===== config.mk =====
export PLATFORM = sky130hd
export DESIGN_NAME = yuvc_regs
export DESIGN_NICKNAME = d
export VERILOG_FILES = /design/src/hdl/assert_macros.svh /design/src/hdl/yuvc_pkg.sv /design/src/hdl/yuvc_regs.sv
export SDC_FILE = /design/constraint.sdc
export NUM_CORES = 1
export LEC_CHECK = 0
export BUFFER_PORTS_ARGS = -buffer_cell sky130_fd_sc_hd__buf_2
export CAP_MARGIN = 0
export CORE_ASPECT_RATIO = 0.7
export CORE_MARGIN = 2
export CORE_UTILIZATION = 49
export CTS_CLUSTER_SIZE = 10
export DETAILED_ROUTE_END_ITERATION = 16
export GPL_TIMING_DRIVEN = 0
export PLACE_DENSITY = 0.92
export SYNTH_ARGS = -nofsm -noshare
export SYNTH_HDL_FRONTEND = slang
export SYNTH_SLANG_ARGS = --single-unit

===== constraint.sdc =====
create_clock -name aclk -period 5.42 [get_ports aclk]
set_input_delay 1.626 -clock aclk [delete_from_list [all_inputs] [get_ports aclk]]
set_output_delay 1.626 -clock aclk [all_outputs]
set_load 0.005 [all_outputs]

===== src/hdl/assert_macros.svh =====
// assertion helpers for the rtl, used by yuvc_ctrl
`ifndef ASSERT_MACROS_SVH
`define ASSERT_MACROS_SVH
`ifndef SYNTH
`define YUVC_ASSERT(lbl, clk, rst_n, prop, msg) \
    lbl: assert property (@(posedge clk) disable iff (!rst_n) prop) else $error(msg);
`define YUVC_ASSERT_ALWAYS(lbl, clk, prop, msg) \
    lbl: assert property (@(posedge clk) prop) else $error(msg);
`else
`define YUVC_ASSERT(lbl, clk, rst_n, prop, msg)
`define YUVC_ASSERT_ALWAYS(lbl, clk, prop, msg)
`endif
`endif


===== src/hdl/yuvc_pkg.sv =====
`default_nettype none

package yuvc_pkg;

    localparam int STORE_BYTES   = 8192;
    localparam int MAX_DIMENSION = 256;
    localparam int STORE_AW      = $clog2(STORE_BYTES);

    // field widths
    localparam int DIM_W    = 9;
    localparam int STRIDE_W = 13;
    localparam int CPS_W    = 3;
    localparam int COORD_W  = 8;
    localparam int BYTE_W   = 8;
    localparam int SADDR_W  = 13;

    // input tdata layout
    localparam int ADDR_LSB = 0;
    localparam int DATA_LSB = ADDR_LSB + SADDR_W;
    localparam int X_LSB    = DATA_LSB + BYTE_W;
    localparam int Y_LSB    = X_LSB + COORD_W;
    localparam int S_TDATA_W = ((Y_LSB + COORD_W + 7) / 8) * 8;
    localparam int M_TDATA_W = 4 * BYTE_W;

    // address arithmetic widths
    localparam int PY_W   = STRIDE_W + COORD_W;
    localparam int PC_W   = STRIDE_W + COORD_W - 1;
    localparam int PX_W   = COORD_W - 1 + CPS_W;
    localparam int AREA_W = 2 * DIM_W;
    localparam int ADDR_W = PY_W + 1;

    // colour arithmetic
    localparam int SUM_W     = 21;
    localparam int CH_BITS   = 18;
    localparam int CH_SHIFT  = 10;
    localparam int COEF_Y    = 1192;
    localparam int COEF_RV   = 1634;
    localparam int COEF_GV   = 833;
    localparam int COEF_GU   = 400;
    localparam int COEF_BU   = 2066;
    localparam int Y_OFFSET  = 16;
    localparam int C_OFFSET  = 128;
    localparam int ALPHA_OPAQUE = 255;

    // register port
    localparam int NUM_REGS = 6;
    localparam int PADDR_W  = $clog2(NUM_REGS * 4);
    localparam int PDATA_W  = 32;

    typedef enum logic [2:0] {
        REG_FORMAT = 3'd0,
        REG_WIDTH  = 3'd1,
        REG_HEIGHT = 3'd2,
        REG_LSTRIDE = 3'd3,
        REG_CSTRIDE = 3'd4,
        REG_CPSTRIDE = 3'd5
    } reg_idx_t;

    typedef enum logic [1:0] {
        FMT_I420 = 2'd0,
        FMT_YV12 = 2'd1,
        FMT_NV12 = 2'd2,
        FMT_NV21 = 2'd3
    } pix_fmt_t;

    typedef enum logic {
        OP_WRITE   = 1'b0,
        OP_CONVERT = 1'b1
    } op_t;

    typedef enum logic [1:0] {
        RD_Y = 2'd0,
        RD_U = 2'd1,
        RD_V = 2'd2
    } rd_sel_t;

    typedef enum logic [2:0] {
        ST_IDLE,
        ST_MUL1,
        ST_ADDR,
        ST_RDY,
        ST_RDU,
        ST_RDV,
        ST_PROD,
        ST_OUT
    } state_t;

    typedef struct packed {
        pix_fmt_t              pixel_format;
        logic [DIM_W-1:0]      frame_width;
        logic [DIM_W-1:0]      frame_height;
        logic [STRIDE_W-1:0]   luma_row_stride;
        logic [STRIDE_W-1:0]   chroma_row_stride;
        logic [CPS_W-1:0]      chroma_pixel_stride;
    } cfg_t;

    typedef struct packed {
        logic    capture;
        logic    wr_en;
        logic    calc_prod;
        logic    calc_addr;
        logic    chk;
        rd_sel_t rd_sel;
        logic    lat_y;
        logic    lat_u;
        logic    calc_mult;
        logic    load_out;
    } cmd_t;

    typedef struct packed {
        logic bad;
        logic out_free;
    } stat_t;

endpackage

`default_nettype wire


===== src/hdl/yuvc_regs.sv =====
`default_nettype none

module yuvc_regs
    import yuvc_pkg::*;
(
    input  wire logic               aclk,
    input  wire logic               aresetn,
    input  wire logic               psel,
    input  wire logic               penable,
    input  wire logic               pwrite,
    input  wire logic [PADDR_W-1:0] paddr,
    input  wire logic [PDATA_W-1:0] pwdata,
    output logic      [PDATA_W-1:0] prdata,
    output logic                    pready,
    output cfg_t                    cfg
);

    cfg_t     cfg_reg;
    cfg_t     cfg_next;
    reg_idx_t idx;
    logic     wr;

    assign pready = 1'b1;
    assign idx    = reg_idx_t'(paddr[PADDR_W-1:2]);
    assign wr     = psel && penable && pwrite && pready;
    assign cfg    = cfg_reg;

    always_comb begin
        cfg_next = cfg_reg;
        if (wr) begin
            unique case (idx)
                REG_FORMAT:   cfg_next.pixel_format = pix_fmt_t'(pwdata[1:0]);
                REG_WIDTH:    cfg_next.frame_width = pwdata[DIM_W-1:0];
                REG_HEIGHT:   cfg_next.frame_height = pwdata[DIM_W-1:0];
                REG_LSTRIDE:  cfg_next.luma_row_stride = pwdata[STRIDE_W-1:0];
                REG_CSTRIDE:  cfg_next.chroma_row_stride = pwdata[STRIDE_W-1:0];
                REG_CPSTRIDE: cfg_next.chroma_pixel_stride = pwdata[CPS_W-1:0];
                default: ;
            endcase
        end
    end

    always_comb begin
        unique case (idx)
            REG_FORMAT:   prdata = PDATA_W'(cfg_reg.pixel_format);
            REG_WIDTH:    prdata = PDATA_W'(cfg_reg.frame_width);
            REG_HEIGHT:   prdata = PDATA_W'(cfg_reg.frame_height);
            REG_LSTRIDE:  prdata = PDATA_W'(cfg_reg.luma_row_stride);
            REG_CSTRIDE:  prdata = PDATA_W'(cfg_reg.chroma_row_stride);
            REG_CPSTRIDE: prdata = PDATA_W'(cfg_reg.chroma_pixel_stride);
            default:      prdata = '0;
        endcase
    end

    always_ff @(posedge aclk) begin
        if (!aresetn) begin
            cfg_reg.pixel_format        <= FMT_I420;
            cfg_reg.frame_width         <= DIM_W'(64);
            cfg_reg.frame_height        <= DIM_W'(64);
            cfg_reg.luma_row_stride     <= STRIDE_W'(64);
            cfg_reg.chroma_row_stride   <= STRIDE_W'(32);
            cfg_reg.chroma_pixel_stride <= CPS_W'(1);
        end else begin
            cfg_reg <= cfg_next;
        end
    end

endmodule

`default_nettype wire


==> metrics.cfg <==
[clock_network]
cts_sinks = 49
postCtsHoldBufs = 0
cts-root-buf = clkbuf_8
path_clk_slew_ns = 0.08
ctsResizeCount = 0
cts_setup_buffers = 0
tritoncts = built
htreeDepth = 2
clockBufferDepth = 2
clock_latency_ns = 0.31
numCtsBuffers = 5

[timing]
max-slew-margin-rel = 0.396
setup_tns_ns = 0
timing.fmax_mhz = 209
fin_crit_ns = 4.79
hold_viol_final = 0
rsz0062_at_grt = no
setup_viol = 0
tightest_slew_ns = 0.902
clock-skew-final_ns = 0
slew_violations = 0
period_share = 0.884
holdWs_ns = 0.479

[grt]
antenna_found_initial = 0
overflow = 0
busiest_layer = met2
grt_pass1_wl_um = 10800
grtUsageMet3 = 0.0700
grt_pass1_vias = 2148
grt_max_degree = 14
grt_util_met1 = 0.341
grt_usage = 0.253
use_met2 = 0.400

[floorplan]
die_h_um = 63.0
die-area_um2 = 5550
pin_count = 124
core_region_area_um2 = 4780
initial_utilization = 0.509
die_w_um = 88.2
num_rows = 21

[route]
drc = 0
routed_wl_um = 6910
vias = 2278
viasPerCell = 5.21
drtIter0Drc = 141
wl_per_cell_um = 15.8
first_pass_iters = 5
ant_nets = 0

[synthesis]
synth_area_um2 = 2430
yosys_warnings = 0
synth_area_leader_cell = dfxtp_1
ys_async_sr_fraction = 0
ys_seq_elements = 49
synthTopCellsByArea = dfxtp_1 40%, mux2i_1 21%, nand2_1 9.7%
synth_ff_type = dfxtp_1
synth_area_per_cell_um2 = 9.22
synth.yosys.seq_area_share = 0.403
synth_edf_count = 0
syn_inst = 264
synth_top_area_share = 0.403
ys_types = 28

[status]
outcome = completed

[critical_path]
required_ns = 3.79
slowest_stage = nor3b_2
cp_top_family = simple AND/OR/NAND/NOR gates
arrival_ns = 3.17
critical_path_buf_inv_count = 3
worstPathCellList = buf_2 -> buf_2 -> nor3b_2 -> nand2_1 -> o21ai_0 -> buf_2
cp_slowest_stage_delay_ns = 0.77
crit_fanout = 10
end_kind = primary output
cp_common_cell = buf_2
critPathLaunchType = primary input
critPathKind = primary input to primary output

[finish]
stdcell_count = 437
drive_above_1_share = 0.337
nets = 409
syn_to_final_growth_pct = 25.7
largest_reg_flops = 49
diodes = 0
fin_area_um2 = 3060

[placement]
dp.cells = 429
place_area_um2 = 2980
globalplace.congestion = 0.791
place.port_buffers = 78
hpwl_um = 5020

[power_and_ir_drop]
peakVddDrop_mv = 0.0909
leakagePower_nw = 1.52
power_density_nw_per_um2 = 213
power_uw = 651

[min_path]
min_path_type = flip-flop to flip-flop

[flow_run]
max_cap_viol_count = 0

## cells by family (layout without fill, tap and decap cells)
family | count (synthesis) | in the layout | synth area share
and+or+nand+nor | 82 | 82 | 0.153
muxes | 59 | 59 | 0.246
buffers and inverters | 43 | 129 | 0.111
other | 2 | 20 | 0.00309
AOI/OAI and AO/OA | 29 | 29 | 0.0838
DFF | 49 | 49 | 0.403
## cell usage after synthesis (4+ instances only)
library cell	n
nand2_1	63
clkbuf_1	9
nor2_1	5
buf_4	23
buf_2	5
mux2_2	7
inv_1	4
dfxtp_1	49
a22o_1	4
mux2i_1	52
a22oi_1	6
o21ai_0	11
## routing by layer
layer	wire, um	up-vias
li1	-	1071
met1	3060	1082
met2	3200	115
met3	566	10
met4	83	0
met5	0	-
## placed cells by master (no fill, tap or decap)
cell type	instances
a221oi_1	1
a22o_1	4
a22oi_1	6
buf_2	83
buf_4	23
buf_6	2
clkbuf_1	12
clkbuf_8	5
conb_1	20
dfxtp_1	49
inv_1	4
mux2_2	7
mux2i_1	52
nand2_1	63
nand2b_1	3
nand4_2	1
nand4b_4	1
nor2_1	5
nor2_2	1
nor2b_1	3
nor3b_2	1
o211ai_1	1
o21a_1	1
o21ai_0	11
o221ai_1	1
o311ai_0	3
o32a_1	1
or2_1	1
or3_1	3
## power by group
part / leakage (nW) / switching, mW / internal (mW) / total [mW]
Combinational: 1.09 / 0.0436 / 0.0303 / 0.0739
Sequential: 0.395 / 0.00221 / 0.362 / 0.365
Clock: 0.0395 / 0.120 / 0.0920 / 0.212
## layout make-up
class | instances | area (um^2)
Sequential cell | 49 | 981
Inverter | 4 | 15.0
Buffer | 39 | 254
Fill cell | 416 | 1720
Clock buffer | 8 | 80.1
Multi-Input combinational cell | 190 | 1250
Timing Repair Buffer | 78 | 390
Tap cell | 69 | 86.3
## worst paths after layout
| check | start | to | slack, ns | cells past startpoint |
|---|---|---|---|---|
| max | paddr[3] | prdata[4] | 0.63 | 6 |
| min | cfg[4] | cfg[4] | 0.48 | 2 |
| max reg2reg | cfg[0] | cfg[0] | 4.70 | 2 |
| min reg2reg | cfg[4] | cfg[4] | 0.48 | 2 |
## tightest hold or removal path: stages (launching register included)
cell	delay, ns
dfxtp_1	0.33
nand2_1	0.06
mux2i_1	0.05
## through the flow
| step | util | worst slack [ns] |
|---|---|---|
| 2_1_floorplan | - | 1.22 |
| 3_3_place_gp | 0.623 | 0.686 |
| 3_5_place_dp | 0.623 | 0.689 |
| 4_1_cts | 0.639 | 0.683 |
| 5_1_grt | 0.639 | 0.579 |
| 6_report | 0.639 | 0.628 |
(Power assumes the default switching activity.)
