==> config.mk <==
export PLATFORM = sky130hd
export DESIGN_NAME = yuvc_ctrl
export DESIGN_NICKNAME = d
export VERILOG_FILES = /design/src/hdl/yuvc_pkg.sv /design/src/hdl/yuvc_ctrl.sv
export VERILOG_INCLUDE_DIRS = /design/src /design/src/hdl
export SDC_FILE = /design/constraint.sdc
export NUM_CORES = 1
export LEC_CHECK = 0
export BUFFER_PORTS_ARGS = -buffer_cell sky130_fd_sc_hd__buf_2
export CAP_MARGIN = 10
export CORE_AREA = 2 2 39 41
export DETAILED_ROUTE_END_ITERATION = 10
export DIE_AREA = 0 0 41 43
export GPL_TIMING_DRIVEN = 1
export PLACE_DENSITY = 0.49
export REMOVE_ABC_BUFFERS = 1
export SYNTH_ARGS = -nofsm -noshare
export SYNTH_HDL_FRONTEND = slang
export SYNTH_SLANG_ARGS = --single-unit
export TNS_END_PERCENT = 30
==> constraint.sdc <==
create_clock -name aclk -period 1.7 [get_ports aclk]
set_input_delay 0.17 -clock aclk [delete_from_list [all_inputs] [get_ports aclk]]
set_output_delay 0.17 -clock aclk [all_outputs]
set_load 0.03 [all_outputs]
==> src/hdl/assert_macros.svh <==
// assertion helpers for the rtl, used by yuvc_ctrl
`ifndef ASSERT_MACROS_SVH
`define ASSERT_MACROS_SVH
`ifndef SYNTH
`define YUVC_ASSERT(lbl, clk, rst_n, prop, msg) \
    lbl: assert property (@(posedge clk) disable iff (!rst_n) prop) else $error(msg);
`define YUVC_ASSERT_ALWAYS(lbl, clk, prop, msg) \
    lbl: assert property (@(posedge clk) prop) else $error(msg);
`else
`define YUVC_ASSERT(lbl, clk, rst_n, prop, msg)
`define YUVC_ASSERT_ALWAYS(lbl, clk, prop, msg)
`endif
`endif

==> src/hdl/yuvc_pkg.sv <==
`default_nettype none

package yuvc_pkg;

    localparam int STORE_BYTES   = 8192;
    localparam int MAX_DIMENSION = 256;
    localparam int STORE_AW      = $clog2(STORE_BYTES);

    // field widths
    localparam int DIM_W    = 9;
    localparam int STRIDE_W = 13;
    localparam int CPS_W    = 3;
    localparam int COORD_W  = 8;
    localparam int BYTE_W   = 8;
    localparam int SADDR_W  = 13;

    // input tdata layout
    localparam int ADDR_LSB = 0;
    localparam int DATA_LSB = ADDR_LSB + SADDR_W;
    localparam int X_LSB    = DATA_LSB + BYTE_W;
    localparam int Y_LSB    = X_LSB + COORD_W;
    localparam int S_TDATA_W = ((Y_LSB + COORD_W + 7) / 8) * 8;
    localparam int M_TDATA_W = 4 * BYTE_W;

    // address arithmetic widths
    localparam int PY_W   = STRIDE_W + COORD_W;
    localparam int PC_W   = STRIDE_W + COORD_W - 1;
    localparam int PX_W   = COORD_W - 1 + CPS_W;
    localparam int AREA_W = 2 * DIM_W;
    localparam int ADDR_W = PY_W + 1;

    // colour arithmetic
    localparam int SUM_W     = 21;
    localparam int CH_BITS   = 18;
    localparam int CH_SHIFT  = 10;
    localparam int COEF_Y    = 1192;
    localparam int COEF_RV   = 1634;
    localparam int COEF_GV   = 833;
    localparam int COEF_GU   = 400;
    localparam int COEF_BU   = 2066;
    localparam int Y_OFFSET  = 16;
    localparam int C_OFFSET  = 128;
    localparam int ALPHA_OPAQUE = 255;

    // register port
    localparam int NUM_REGS = 6;
    localparam int PADDR_W  = $clog2(NUM_REGS * 4);
    localparam int PDATA_W  = 32;

    typedef enum logic [2:0] {
        REG_FORMAT = 3'd0,
        REG_WIDTH  = 3'd1,
        REG_HEIGHT = 3'd2,
        REG_LSTRIDE = 3'd3,
        REG_CSTRIDE = 3'd4,
        REG_CPSTRIDE = 3'd5
    } reg_idx_t;

    typedef enum logic [1:0] {
        FMT_I420 = 2'd0,
        FMT_YV12 = 2'd1,
        FMT_NV12 = 2'd2,
        FMT_NV21 = 2'd3
    } pix_fmt_t;

    typedef enum logic {
        OP_WRITE   = 1'b0,
        OP_CONVERT = 1'b1
    } op_t;

    typedef enum logic [1:0] {
        RD_Y = 2'd0,
        RD_U = 2'd1,
        RD_V = 2'd2
    } rd_sel_t;

    typedef enum logic [2:0] {
        ST_IDLE,
        ST_MUL1,
        ST_ADDR,
        ST_RDY,
        ST_RDU,
        ST_RDV,
        ST_PROD,
        ST_OUT
    } state_t;

    typedef struct packed {
        pix_fmt_t              pixel_format;
        logic [DIM_W-1:0]      frame_width;
        logic [DIM_W-1:0]      frame_height;
        logic [STRIDE_W-1:0]   luma_row_stride;
        logic [STRIDE_W-1:0]   chroma_row_stride;
        logic [CPS_W-1:0]      chroma_pixel_stride;
    } cfg_t;

    typedef struct packed {
        logic    capture;
        logic    wr_en;
        logic    calc_prod;
        logic    calc_addr;
        logic    chk;
        rd_sel_t rd_sel;
        logic    lat_y;
        logic    lat_u;
        logic    calc_mult;
        logic    load_out;
    } cmd_t;

    typedef struct packed {
        logic bad;
        logic out_free;
    } stat_t;

endpackage

`default_nettype wire

==> src/hdl/yuvc_ctrl.sv <==
`default_nettype none
`include "assert_macros.svh"

module yuvc_ctrl
    import yuvc_pkg::*;
(
    input  wire logic  aclk,
    input  wire logic  aresetn,
    input  wire logic  s_tvalid,
    input  wire logic  s_tuser,
    input  wire stat_t status,
    output logic       s_tready,
    output cmd_t       cmd
);

    state_t state_reg, state_next;

    always_ff @(posedge aclk) begin
        if (!aresetn) begin
            state_reg <= ST_IDLE;
        end else begin
            state_reg <= state_next;
        end
    end

    always_comb begin
        state_next = state_reg;
        cmd        = '0;
        cmd.rd_sel = RD_Y;
        s_tready   = 1'b0;
        unique case (state_reg)
            ST_IDLE: begin
                s_tready = 1'b1;
                if (s_tvalid) begin
                    if (s_tuser == OP_WRITE) begin
                        cmd.wr_en = 1'b1;
                    end else begin
                        cmd.capture = 1'b1;
                        state_next  = ST_MUL1;
                    end
                end
            end
            ST_MUL1: begin
                cmd.calc_prod = 1'b1;
                state_next    = ST_ADDR;
            end
            ST_ADDR: begin
                cmd.calc_addr = 1'b1;
                state_next    = ST_RDY;
            end
            ST_RDY: begin
                cmd.chk    = 1'b1;
                cmd.rd_sel = RD_Y;
                state_next = status.bad ? ST_OUT : ST_RDU;
            end
            ST_RDU: begin
                cmd.rd_sel = RD_U;
                cmd.lat_y  = 1'b1;
                state_next = ST_RDV;
            end
            ST_RDV: begin
                cmd.rd_sel = RD_V;
                cmd.lat_u  = 1'b1;
                state_next = ST_PROD;
            end
            ST_PROD: begin
                cmd.calc_mult = 1'b1;
                state_next    = ST_OUT;
            end
            ST_OUT: begin
                if (status.out_free) begin
                    cmd.load_out = 1'b1;
                    state_next   = ST_IDLE;
                end
            end
            default: state_next = ST_IDLE;
        endcase
    end

    `YUVC_ASSERT_ALWAYS(a_rst_idle, aclk, !aresetn |=> state_reg == ST_IDLE, "not idle after reset")
    `YUVC_ASSERT(a_conv_start, aclk, aresetn, (s_tvalid && s_tready && s_tuser == OP_CONVERT) |=> state_reg == ST_MUL1, "convert did not start")
    `YUVC_ASSERT(a_write_idle, aclk, aresetn, (s_tvalid && s_tready && s_tuser == OP_WRITE) |=> state_reg == ST_IDLE, "write left idle")
    `YUVC_ASSERT(a_load_free, aclk, aresetn, cmd.load_out |-> status.out_free, "output overwritten")

endmodule

`default_nettype wire

==> reports/metrics.yaml, run 1 <==
status: "completed"
path_buf_inv: 1
maxCapViolCount: 0
first_pass_iters: 2
core.rowCount: 14
finalSetupTns_ns: 0
ys_top_cells_by_area: "dfxtp_1, nor3b_2, buf_6"
place_ws_ns: 0.430
worst_slew_pin_slew_ns: 0.421
worstPathMaxFanout: 13
syn_to_final_growth_pct: 34.6
power.density_nw_per_um2: 822
required_ns: 1.53
globalRouteTotalUtil: 0.0822
ir_drop_v: 0.000176
ys_ff_latch: 3
multi_input_area_um2: 174
core_area_um2: 1380
grt_pass1_wl_um: 972
cts_tree: "yes"
fillers: 165
dieWidth_um: 41
slowest_stage: "dfxtp_1"
path_class: "register to primary output"
cts_hold_buf: 0
layout-drive-gt1-share: 0.574
place_congestion: 0.612
final_nets: 54
layout_commonest_cell: "buf_2"
finalSetupViolCount: 0
fin_ws_ns: 0.190
grt_max_degree: 14
clk_pin_slew_ns: 0.04
insertion_delay_ns: 0.23
mostFrequentLayoutCells: "buf_2, nor3b_2"
io_buffers: 17
drc: 0
min_period_over_period: 0.889
critical-path-top-delay-family: "flip-flops"
drt_wl_total_um: 584
synth_top_area_share: 0.221
syn_avg_cell_area_um2: 9.05
postSynthCellCount: 30
largest_reg_flops: 3
min_period_ns: 1.51
arrival_ns: 1.34
power.total_w: 0.000300
initial_core_util: 0.196
avgRoutedWirePerCell_um: 9.27
ctsHtreeMaxLevel: 1
rr_worst_depth: 3
yosysWarnings: 0
power.static_leakage_nw: 0.187
grt_pass1_vias: 228
cts.root.buffer_cell: "clkbuf_4"
cts_buffers: 3
min_delay_path_depth: 3
ys_types: 17
antennaDiodeCount: 0
cp-end-kind: "primary output"
netlist_area_um2: 272
clkSinkCount: 3
antenna_left: 0
postCtsSetupRepairBufs: 0
final-seq-area_um2: 60.1
clock_skew_ns: 0.00423
path_cells: "nand2_1 > nor2_1 > buf_2"
path_depth: 3
hold_violations: 0
dpl.hpwl_um: 456
ys_seq_area_frac: 0.221
maxSlewViolCount: 0
cts_buffer_depth: 2
slew_headroom: 0.719
whs_ns: 0.199
via_count: 273
drt_iter0_markers: 4
drt-vias-per-instance: 4.33
antenna_found_initial: 0
cp_slowest_stage_delay_ns: 0.57
rsz0062_at_grt: "false"
globalRoute.totalOverflow: 0
die_h_um: 43
ctsResizeCount: 0
yosys.area.top_type: "dfxtp_1"
die_area_um2: 1760
hold_path_class: "input pin to register"
pin_count: 18
fmax_mhz: 662
cp-start-kind: "register"
## layer usage
metal	vias to the layer above	global-route usage	share of wire
li1	141	-	-
met5	-	0	0
met4	0	0.0600	0
met3	0	0.0366	0.089
met2	12	0.0719	0.38
met1	120	0.137	0.53
## area by class of cell
class | count | area share
Multi-Input combinational cell | 23 | 0.476
Timing Repair Buffer | 17 | 0.233
Sequential cell | 3 | 0.164
Clock buffer | 4 | 0.0719
Tap cell | 16 | 0.0548
## per-stage QoR
stage               instance area, um^2  instances   util
floorplan                           234         26      -
global placement                    339         59  0.245
detailed placement                  339         59  0.245
CTS                                 365         63  0.264
global route                        365         63  0.264
finish                              365         63  0.264
## synth_stat cells
cell      count
and3b_2       1
buf_4         2
nor3b_2       4
nor2_1        3
a211oi_1      1
nand2_1       3
o21ai_0       2
a31oi_1       1
nor4b_2       1
nor3_2        1
and3b_1       1
and3_1        1
a21boi_1      1
dfxtp_1       3
nor3b_1       2
a21oi_1       1
buf_6         2
## worst paths after layout
path                                      to  slack (ns)    startpoint
worst max-delay path                  cmd[0]        0.19  state_reg[1]
worst min-delay path            state_reg[1]        0.20       aresetn
worst max register to register  state_reg[0]        0.63  state_reg[2]
worst min register to register  state_reg[1]        0.65  state_reg[1]
## worst register-to-register path, cell delays in order (launching register included)
cell      delay, ns
dfxtp_1        0.55
nand2_1        0.14
a21boi_1       0.20
nor4b_2        0.06
## cells by family (layout without fill, tap and decap cells)
group,after synthesis,in the layout,synth area share
compound gates,6,6,0.134
buf+inv,4,21,0.138
flops,3,3,0.221
simple gates,17,17,0.507
## where the power goes
part	switching [W]	internal, W	total, W
logic	0.0000508	0.0000317	0.0000825
clock network	0.0000364	0.0000879	0.000124
registers	0.0000173	0.0000762	0.0000935
No activity file was read; power rests on OpenSTA's default activity.
==> inputs of run 2 (changes only) <==
--- a/config.mk
+++ b/config.mk
@@ -8,11 +8,13 @@
 export LEC_CHECK = 0
 export BUFFER_PORTS_ARGS = -buffer_cell sky130_fd_sc_hd__buf_2
 export CAP_MARGIN = 10
+export CELL_PAD_IN_SITES_DETAIL_PLACEMENT = 1
+export CELL_PAD_IN_SITES_GLOBAL_PLACEMENT = 1
 export CORE_AREA = 2 2 39 41
 export DETAILED_ROUTE_END_ITERATION = 10
 export DIE_AREA = 0 0 41 43
 export GPL_TIMING_DRIVEN = 1
-export PLACE_DENSITY = 0.49
+export PLACE_DENSITY = 0.64
 export REMOVE_ABC_BUFFERS = 1
 export SYNTH_ARGS = -nofsm -noshare
 export SYNTH_HDL_FRONTEND = slang
==> run 2 against run 1 <==
Net effect:
- clock skew grew 0.0028 ns
- non-clock buffer count unchanged
- sequential share of layout area is 0.29 points higher
- flip-flop and latch count unchanged
- routed wire length grew 21%
- setup slack got worse by 0.053 ns
- via count decreased by 0.73%
- global-route usage is 1.3 points higher
==> reports/metrics.yaml, run 2 (synthesis results as in run 1) <==
status: "completed"
largest_reg_flops: 3
clock_skew_ns: 0.00700
layout_commonest_cell: "buf_2"
layout-drive-gt1-share: 0.596
cts_hold_buf: 0
fin_ws_ns: 0.136
grt_pass1_vias: 243
slowest_stage: "dfxtp_1"
antennaDiodeCount: 0
antenna_found_initial: 0
clkSinkCount: 3
cp-start-kind: "register"
place_ws_ns: 0.369
insertion_delay_ns: 0.24
core.rowCount: 14
grt_max_degree: 14
finalSetupTns_ns: 0
rsz0062_at_grt: "false"
drc: 0
ir_drop_v: 0.000168
cts_buffers: 3
path_cells: "nand2_1 > nor2_1 > buf_2"
drt_iter0_markers: 3
rr_worst_depth: 3
arrival_ns: 1.39
drt-vias-per-instance: 4.30
power.density_nw_per_um2: 852
min_period_ns: 1.56
mostFrequentLayoutCells: "buf_2, nor3b_2, nand2_1, nor2_1, clkbuf_4"
maxSlewViolCount: 0
busiest_layer: "met1"
hold_path_class: "input pin to register"
final_nets: 54
r2r-start: "state_reg[2]"
initial_core_util: 0.196
die_h_um: 43
globalRouteTotalUtil: 0.0952
cp-end-kind: "primary output"
antenna_left: 0
drt_wl_total_um: 708
grt_pass1_wl_um: 1060
worstPathMaxFanout: 13
required_ns: 1.53
globalRoute.totalOverflow: 0
die_area_um2: 1760
clk_pin_slew_ns: 0.04
place_congestion: 0.617
slew_headroom: 0.714
cp_slowest_stage_delay_ns: 0.57
critPathCapture: "cmd[0]"
grt.met1_usage: 0.131
syn_to_final_growth_pct: 35.0
first_pass_iters: 2
use_met2: 0.103
reg2reg_slack_ns: 0.58
met3_usage: 0.0157
power.static_leakage_nw: 0.187
ctsHtreeMaxLevel: 1
finalSetupViolCount: 0
cts.root.buffer_cell: "clkbuf_4"
fmax_mhz: 639
core_area_um2: 1380
dieWidth_um: 41
avgRoutedWirePerCell_um: 11.2
via_count: 271
pin_count: 18
cts_buffer_depth: 2
hold_violations: 0
min_period_over_period: 0.920
crit_path_start: "state_reg[0]"
worst_slew_pin_slew_ns: 0.429
dpl.hpwl_um: 502
cts_tree: "yes"
path_class: "register to primary output"
r2r_end: "state_reg[0]"
io_buffers: 17
maxCapViolCount: 0
-- run 2: changes by cell type in the layout (fill, tap and decap cells not counted) --
| cell | before | now |
|---|---|---|
| dfxtp_1 | 3 | 2 |
| dfxtp_2 | 0 | 1 |
-- run 2: worst min-delay path by stage --
stage,start,endpoint,slack (ns),cells after the start
2_1_floorplan,aresetn,state_reg[1],0.31,2
3_3_place_gp,aresetn,state_reg[1],0.44,3
3_5_place_dp,aresetn,state_reg[1],0.44,3
4_1_cts,aresetn,state_reg[1],0.19,3
5_1_grt,aresetn,state_reg[1],0.19,3
6_report,aresetn,state_reg[1],0.19,3
-- run 2: layer usage --
metal,vias to the layer above,share of wire,routed length [um]
li1,141,-,-
met3,0,0.066,47
met2,11,0.45,316
met4,0,0,0
met1,119,0.48,343
met5,-,0,0
-- run 2: worst max-delay path, delay by kind of cell (launching register included) --
family                 cells  cell delay, ns
buffers and inverters      1            0.23
flip-flops                 1            0.57
AND/OR/NAND/NOR            2            0.35
-- run 2: cell type report --
| cell class | count | area [um^2] |
|---|---|---|
| multi-input combinational | 23 | 174 |
| clock buffer | 4 | 26.3 |
| tap | 16 | 20.0 |
| timing repair buffer | 17 | 85.1 |
| sequential | 3 | 61.3 |
| fill | 185 | 1020 |
-- run 2: power by group --
group          internal (W)   total, W  switching, W
Clock             0.0000886   0.000134     0.0000455
Combinational     0.0000317  0.0000831     0.0000514
Sequential        0.0000766  0.0000950     0.0000184
Total              0.000197   0.000312      0.000115
-- run 2: repair_timing --
| item | CTS | global route |
|---|---|---|
| gates resized for setup | 0 | 1 |
| endpoints found under the setup margin | 0 | 1 |
| setup buffers | 0 | 0 |
| hold endpoints to repair | 0 | 0 |
-- run 2: through the flow --
step                instance area, um^2   util  hold slack [ns]  std cells  power, W
floorplan                           234      -            0.308         26  0.000150
global placement                    339  0.245            0.442         59  0.000178
detailed placement                  339  0.245            0.443         59  0.000179
CTS                                 365  0.264            0.191         63  0.000318
global route                        367  0.265            0.195         63  0.000330
finish                              367  0.265            0.188         63  0.000312
==> inputs of run 3 (changes only) <==
--- a/config.mk
+++ b/config.mk
@@ -9,13 +9,14 @@
 export BUFFER_PORTS_ARGS = -buffer_cell sky130_fd_sc_hd__buf_2
 export CAP_MARGIN = 10
 export CELL_PAD_IN_SITES_DETAIL_PLACEMENT = 1
-export CELL_PAD_IN_SITES_GLOBAL_PLACEMENT = 1
+export CELL_PAD_IN_SITES_GLOBAL_PLACEMENT = 2
 export CORE_AREA = 2 2 39 41
 export DETAILED_ROUTE_END_ITERATION = 10
 export DIE_AREA = 0 0 41 43
 export GPL_TIMING_DRIVEN = 1
-export PLACE_DENSITY = 0.64
+export PLACE_DENSITY = 0.78
 export REMOVE_ABC_BUFFERS = 1
+export SLEW_MARGIN = 0
 export SYNTH_ARGS = -nofsm -noshare
 export SYNTH_HDL_FRONTEND = slang
 export SYNTH_SLANG_ARGS = --single-unit
==> run 3 against run 2 <==
Net effect:
- routed wire length shrank 12%
- power fell by 3.5%
- clock skew shrank 0.0022 ns
==> reports/metrics.yaml, run 3 (synthesis results as in run 1) <==
status: "completed"
layout-drive-gt1-share: 0.574
clk_pin_slew_ns: 0.04
clkSinkCount: 3
drt_wl_total_um: 622
rsz0062_at_grt: "false"
first_pass_iters: 2
min_period_ns: 1.54
globalRouteTotalUtil: 0.0772
finalSetupTns_ns: 0
die_area_um2: 1760
power.static_leakage_nw: 0.187
worstPathMaxFanout: 13
clock_skew_ns: 0.00484
mostFrequentLayoutCells: "buf_2, nor3b_2"
antennaDiodeCount: 0
drt-vias-per-instance: 4.29
core.rowCount: 14
drc: 0
dieWidth_um: 41
die_h_um: 43
grt_pass1_wl_um: 917
cts.root.buffer_cell: "clkbuf_4"
fin_util: 0.264
grt_pass1_vias: 234
postCtsSetupRepairBufs: 0
initial_core_util: 0.196
core_area_um2: 1380
cts_buffer_depth: 2
maxCapViolCount: 0
globalRoute.totalOverflow: 0
slew_headroom: 0.714
maxSlewViolCount: 0
cts_buffers: 3
cp-start-kind: "register"
final_nets: 54
hold_violations: 0
finalSetupViolCount: 0
multi_input_area_um2: 174
ir_drop_v: 0.000163
min_period_over_period: 0.907
hold_path_class: "input pin to register"
cts_hold_buf: 0
antenna_left: 0
fillers: 179
layout_commonest_cell: "buf_2"
largest_reg_flops: 3
cp-end-kind: "primary output"
via_count: 270
avgRoutedWirePerCell_um: 9.87
path_class: "register to primary output"
grt_max_degree: 14
arrival_ns: 1.37
cts_tree: "yes"
syn_to_final_growth_pct: 34.6
io_buffers: 17
dpl.hpwl_um: 468
power.density_nw_per_um2: 825
final-seq-area_um2: 60.1
fmax_mhz: 648
pin_count: 18
antenna_found_initial: 0
place_congestion: 0.595
drt_iter0_markers: 2
worst_slew_pin_slew_ns: 0.429
insertion_delay_ns: 0.23
ctsHtreeMaxLevel: 1
ctsResizeCount: 0
required_ns: 1.53
## run 3: per-layer routing
| layer | part of all wire | vias to the layer above | global-route usage |
|---|---|---|---|
| li1 | - | 141 | - |
| met1 | 0.50 | 117 | 0.115 |
| met2 | 0.43 | 12 | 0.0906 |
| met3 | 0.071 | 0 | 0 |
| met4 | 0 | 0 | 0.0800 |
| met5 | 0 | - | 0 |
## run 3: critical path: stages, from the launching register on
cell and delay, ns:
dfxtp_1 0.56, nand2_1 0.16, nor2_1 0.19, buf_2 0.23
## run 3: power breakdown
part           leakage [nW]  switching, W  total [W]  internal, W
Sequential           0.0245     0.0000177  0.0000939    0.0000762
Clock                0.0150     0.0000367   0.000125    0.0000880
Combinational         0.147     0.0000510  0.0000827    0.0000317
## run 3: through the flow
| step | power (W) | instances | instance area (um^2) | hold slack (ns) | setup WS, ns |
|---|---|---|---|---|---|
| 6_report | 0.000301 | 63 | 365 | 0.208 | 0.158 |
| 5_1_grt | 0.000320 | 63 | 365 | 0.231 | 0.0801 |
| 3_5_place_dp | 0.000180 | 59 | 339 | 0.446 | 0.407 |
| 3_3_place_gp | 0.000178 | 59 | 339 | 0.441 | 0.452 |
| 2_1_floorplan | 0.000150 | 26 | 234 | 0.308 | 0.0893 |
| 4_1_cts | 0.000311 | 63 | 365 | 0.204 | 0.142 |
## run 3: final cells by class
class | instances | area share
Sequential cell | 3 | 0.164
Clock buffer | 4 | 0.0719
Tap cell | 16 | 0.0548
Multi-Input combinational cell | 23 | 0.476
Timing Repair Buffer | 17 | 0.233
## run 3: final timing paths
kind	start	endpoint	slack [ns]	cells after the start
setup / recovery	state_reg[2]	cmd[0]	0.16	3
hold / removal	aresetn	state_reg[1]	0.21	3
hold reg to reg	state_reg[1]	state_reg[1]	0.64	1
setup reg to reg	state_reg[2]	state_reg[0]	0.58	3
